--- config.mk ---
export PLATFORM = sky130hd
export DESIGN_NAME = pmst_front
export DESIGN_NICKNAME = d
export VERILOG_FILES = /design/src/hw/rtl/pmst_pkg.sv /design/src/hw/rtl/pmst_front.sv
export SDC_FILE = /design/constraint.sdc
export NUM_CORES = 1
export LEC_CHECK = 0
export BUFFER_PORTS_ARGS = -buffer_cell sky130_fd_sc_hd__buf_4
export CAP_MARGIN = 25
export CORE_MARGIN = 10
export CORE_UTILIZATION = 45
export DETAILED_ROUTE_END_ITERATION = 8
export PLACE_DENSITY = 0.89
export SYNTH_ARGS = -nofsm -noshare
export SYNTH_HDL_FRONTEND = slang
export SYNTH_SLANG_ARGS = --single-unit
--- constraint.sdc ---
create_clock -name clk -period 2.24 [get_ports clk]
set_input_delay 0.224 -clock clk [delete_from_list [all_inputs] [get_ports clk]]
set_output_delay 0.224 -clock clk [all_outputs]
set_load 0.01 [all_outputs]
--- src/hw/rtl/pmst_pkg.sv ---
// ----------------------------------------------------------------------------
// Package for the Prim minimum spanning tree core
// Shared result status codes, register indexes, sizes and the run status.
// ----------------------------------------------------------------------------
package pmst_pkg;

	localparam logic [1:0] STATUS_EDGE         = 2'd0;
	localparam logic [1:0] STATUS_DISCONNECTED = 2'd1;
	localparam logic [1:0] STATUS_SINGLE       = 2'd2;

	// Register indexes of the configuration port.
	localparam logic CFG_VERTEX_COUNT = 1'b0;
	localparam logic CFG_START_VERTEX = 1'b1;

	// Vertex identifiers are five bits wide, so the vertex limit is fixed.
	localparam int unsigned MAX_VERTICES = 32;
	localparam int unsigned VID_BITS = 5;
	localparam int unsigned VCNT_BITS = 6;

	// Status of a back-end run, reported to the front end.
	typedef struct packed {
		logic busy;
	} run_status_t;

endpackage

--- src/hw/rtl/pmst_front.sv ---
// ----------------------------------------------------------------------------
// Edge loader
// Accepts edges, writes them into the edge store and starts a run on the
// last edge of a graph.
// ----------------------------------------------------------------------------
module pmst_front #(
	parameter int unsigned MAX_EDGES = 256,
	parameter int unsigned EIDX_BITS = 8,
	parameter int unsigned WEIGHT_BITS = 16
) (
	input  logic                               clk,
	input  logic                               arst_n,
	input  logic                               push,
	output logic                               full,
	input  logic [pmst_pkg::VID_BITS-1:0]      end_a,
	input  logic [pmst_pkg::VID_BITS-1:0]      end_b,
	input  logic signed [WEIGHT_BITS-1:0]      edge_weight,
	input  logic                               last_edge,
	input  pmst_pkg::run_status_t              run_status,
	output logic                               wr_en,
	output logic [EIDX_BITS-1:0]               wr_addr,
	output logic [2*pmst_pkg::VID_BITS+WEIGHT_BITS-1:0] wr_data,
	output logic                               start,
	output logic [EIDX_BITS:0]                 edge_total
);
	logic [EIDX_BITS:0] total_q;
	logic               room;
	logic               take;

	// Loading stalls from the last edge until the back end has queued the
	// final result of that graph.
	assign full = run_status.busy || start;
	assign take = push && !full;
	assign room = total_q < (EIDX_BITS+1)'(MAX_EDGES);

	assign wr_en   = take && room;
	assign wr_addr = total_q[EIDX_BITS-1:0];
	assign wr_data = {end_a, end_b, edge_weight};

	always_ff @(posedge clk or negedge arst_n) begin
		if (!arst_n) begin
			total_q <= '0;
			start <= 1'b0;
			edge_total <= '0;
		end else begin
			start <= 1'b0;
			if (take) begin
				if (last_edge) begin
					start <= 1'b1;
					edge_total <= total_q + (room ? 1'b1 : 1'b0);
					total_q <= '0;
				end else if (room) begin
					total_q <= total_q + 1'b1;
				end
			end
		end
	end
endmodule

Word level (Yosys, flattened, before mapping):

Index checks and enable logic that the tools add are counted.

* bits in registers: 19
* bits of input ports: 31
* output and inout bits: 46
* word-level logic and storage cells: 18

* $add $sub $neg: 2
* order comparisons: 1
* mux-type cells: 5
* reductions and logical operators: 7

Operator list (number)
* two-way mux 9 bit: 2
* adder 9 x 1 -> 9 bit: 1
* adder 9 x 1 -> 9 bit (second input constant): 1
* < comparator 9 bit (second input constant): 1
* AND reduction 2 bit: 2
* two-way mux 1 bit: 3
* logical AND 1 bit: 2
* nonzero test 2 bit: 1
* zero test 1 bit: 1
* logical OR 1 bit: 1

Depth between registers and ports, before layout:

* depth in word-level cells: 4
* depth in mapped cells: 7
* gate-level depth less buffers: 7

Worst setup path before layout:

Ideal clock, no wire load.

* path type: register to register
* from: reg start
* to: reg total_q[6]
* setup time: 0.121 ns
* data arrival time: 1.413 ns
* required time: 2.119 ns
* slack: 0.706 ns
* stages on the path, launching flop included: 5
* path buffers: 0
* period minus slack after synthesis: 1.534 ns
* cells stage by stage: dfrtp_1 -> nor4b_4 -> nand4_1 -> xor2_1 -> nor2_2

* longest elaborated chain between the ends: 4

RTL lines
* start, declared: line pmst_front.sv:23 `output logic start,`
* start signal, assigned: line pmst_front.sv:43 `start <= 1'b0;`
* start signal, assigned: line pmst_front.sv:46 `start <= 1'b0;`
* start signal, assigned: line pmst_front.sv:49 `start <= 1'b1;`
* logical OR 1 bit: line pmst_front.sv:32 `assign full = run_status.busy || start;`
* zero test 1 bit: line pmst_front.sv:33 `assign take = push && !full;`
* logical AND 1 bit: line pmst_front.sv:33
* AND reduction 2 bit (no source line)
* end signal, assigned: line pmst_front.sv:53 `total_q <= total_q + 1'b1;`
* end, declared: line pmst_front.sv:26 `logic [EIDX_BITS:0] total_q;`

No other way between the ends.
A chain may end at the register's enable or synchronous reset.

Worst setup path after layout:

* from: reg start
* to: out wr_en

* longest elaborated chain between the ends: 4

RTL lines
* logical OR 1 bit: line pmst_front.sv:32
* zero test 1 bit: line pmst_front.sv:33
* logical AND 1 bit: line pmst_front.sv:33
* logical AND 1 bit: line pmst_front.sv:36 `assign wr_en = take && room;`
* end, declared: line pmst_front.sv:20 `output logic wr_en,`

No other way between the ends.

==> results.md <==
* Status: completed
* Relative slew slack at 51.7%
* Wire per inst at around 17 um
* Layout Skew at about 0.0034 ns
* CTS root buf: clkbuf_4
* Critical path, cell by cell: nor4b_4 > buf_4
* Crit path max-delay family: simple AND/OR/NAND/NOR gates
* Setup CP Type: reg2out
* Detailed placer's ending HPWL at between 1500 and 2000 um
* Post-synthesis sequential area ratio at around two fifths
* Number of buffers added on ports at 24
* Vias in the first global route at 824
* Area grow syn2layout at -1.03%
* Drt via density at 5.28
* Core Footprint at ~2500 um^2
* Cts bufs inserted at 3
* CTS tree: done
* Syn. warnings at 0
* Initial Util at 48.3%
* RSZ-0062 raised after global routing: false
* Largest net degree at the start of global routing at 20
* CTS H-tree depth at 1
* Critical path startpoint: start
* Drt pass-1 iters at 2
* Die W at slightly above 70 um
* Buf/Inv on CP at 1
* WL final at around 2400 um
* Gr usage total at under 10%
* Routed Antenna Nets at 0
* Fin nets at 150
* Final hold vios at 0
* Layout cells sized above 1 at 30.4%
* Post CTS Setup Buffer Count at 0
* Vias at around 770
* Diode count at 0
* Max Cap Viol at 0
* PD cells at 811 nW/um^2
* Number of max-slew violations in the final report at 0
* Distinct cell type count after synthesis at 23
* FILL cells at approximately 250
* Maximum clock rate at between 500 and 600 MHz
* Nature of the critical path endpoint: output pin
* Minimum clock period at approximately 1.8 ns
* Syn_nets at roughly 160
* Min-delay src: last_edge
* Syn Area/Cell at between 9 and 10 um^2
* Setup TNS Final at 0 ns
* Data arrival, critical path at roughly 1.6 ns
* Clk buf depth at 2
* Post-Syn Area at ~1200 um^2
* PostCTS Resize Cnt at 0
* P_leak at approximately 0.55 nW
* Hold-fix buffers, CTS at 1
* Gr ovfl total at 0
* Latest clock arrival within the worst-skew pair at 0.30 ns
* Initial DRC count at 17
* HP Class: in2reg
* Crit path launch type: flip-flop
* Critical path's largest stage delay at 0.59 ns
* Mapped Cells at 123
* Worst Max-Slew Pin Slew at around 0.72 ns
* Number of remaining DRC errors at 0
* Final worst path period share at approximately four fifths
* Die area at between 5000 and 6000 um^2
* Critical path fanouts, max at 10
* Clock transition time at the flip-flop clock pins of the worst setup and hold paths at 0.11 ns
* RePlAce Congestion at between 0.8 and 0.9
* Flop and latch count out of synthesis at 19
* First-pass GRT wire length at between 4000 and 5000 um
* Worst vdd rail ir drop at 0.000601 V
* Number of placement rows at 18
* Slowest-stage cell, CP: nor4b_4
* Final core occ at a little under half
* Setup Viol. Count Final at 0
* Boundary Pins at between 70 and 80
* Chip Height at between 70 and 80 um
* R2R Path Start: start
* Clock Sinks at 19
* Worst EP required at approximately 2.0 ns
* Initial antenna violation count at 0
## routing by layer
| metal | vias up | part of all wire [%] | GRT usage [%] |
|---|---|---|---|
| met5 | - | 0 | 0 |
| met2 | 35 | 50 | 16.7 |
| met4 | 0 | 1.8 | 4.95 |
| met1 | 366 | 37 | 9.48 |
| met3 | 8 | 11 | 4.49 |
| li1 | 357 | - | - |
## flip-flops by register name (all words and copies together) (netlist names)
signal / flops
start: 1
total_q: 9
edge_total: 9
## Yosys cell counts
cell type | n | area (um^2)
or2_2 | 1 | 6.26
a21oi_1 | 7 | 35.0
inv_1 | 2 | 7.51
dfrtp_1 | 19 | 475
nor2_1 | 14 | 52.6
and3_1 | 1 | 6.26
clkbuf_1 | 1 | 3.75
buf_4 | 34 | 255
and2_1 | 2 | 12.5
and4_1 | 1 | 8.76
mux2_1 | 2 | 22.5
nor2_2 | 3 | 18.8
ha_1 | 3 | 37.5
nand3_2 | 1 | 10.0
nor4b_4 | 2 | 47.6
xor2_1 | 9 | 78.8
xnor2_1 | 5 | 43.8
nand2_1 | 1 | 3.75
nand3_1 | 4 | 20.0
a32o_1 | 1 | 10.0
o32ai_1 | 1 | 8.76
nand4_1 | 6 | 37.5
buf_2 | 3 | 15.0
## layout make-up
cell class	instances	area [um^2]	share of cell area, %
clock buffers	4	26.3	2.18
inverters	2	7.51	0.623
multi-input cells	64	460	38.2
flip-flops and latches	19	475	39.5
well taps	30	37.5	3.12
repair buffers	26	198	16.4
## kinds of logic (layout without fill, tap and decap cells)
kind of cell | Yosys count | count (layout) | synth area share, %
adders and majority gates | 3 | 3 | 3.08
xor gates and xnor gates | 14 | 14 | 10.1
and+or+nand+nor | 36 | 36 | 18.4
DFF | 19 | 19 | 39.1
buffers and inverters | 40 | 32 | 23.1
AOI/OAI and AO/OA | 9 | 9 | 4.42
muxes | 2 | 2 | 1.85
## stage by stage
stage | worst slack (ns) | hold WS, ns | cells | area, um^2 | total power, mW
final | 0.423 | 0.114 | 145 | 1200 | 0.977
after global routing | 0.286 | 0.108 | 145 | 1200 | 1.05
after CTS | 0.409 | 0.113 | 145 | 1200 | 0.988
after detailed placement | 0.542 | 0.110 | 140 | 1170 | 0.813
after global placement | 0.616 | 0.103 | 140 | 1170 | 0.802
after floorplan | 0.706 | -0.0716 | 123 | 1220 | 0.724
## layout by cell type, fill, tap and decap left out, drive strengths merged
master,synthesis,final
and3,1,1
nor4b,2,2
and4,1,1
clkbuf,1,4
xor2,9,9
dlygate4sd3,0,1
or2,1,1
nor2,17,17
mux2,2,2
ha,3,3
nand3,5,5
a21oi,7,7
inv,2,2
nand4,6,6
buf,37,25
dfrtp,19,19
xnor2,5,5
o32ai,1,1
and2,2,2
a32o,1,1
nand2,1,1
## worst paths after layout
| check | to | slack (ns) | cells after the start |
|---|---|---|---|
| worst max-delay path | wr_en | 0.42 | 2 |
| worst min-delay path | total_q[8] | 0.11 | 2 |
| worst max register to register | edge_total[5] | 0.51 | 4 |
| worst min register to register | edge_total[0] | 0.51 | 1 |
| max in group asynchronous | edge_total[4] | 1.73 | 2 |
| min in group asynchronous | total_q[2] | 0.31 | 2 |
## report_power, final
| part | leakage (nW) | internal [mW] | total (mW) | switching [mW] |
|---|---|---|---|---|
| Sequential | 0.243 | 0.410 | 0.492 | 0.0813 |
| Combinational | 0.290 | 0.165 | 0.309 | 0.144 |
| Clock | 0.0150 | 0.0695 | 0.177 | 0.107 |
| Total | 0.548 | 0.645 | 0.977 | 0.332 |
Note: power is estimated with default switching activity, not from simulation.
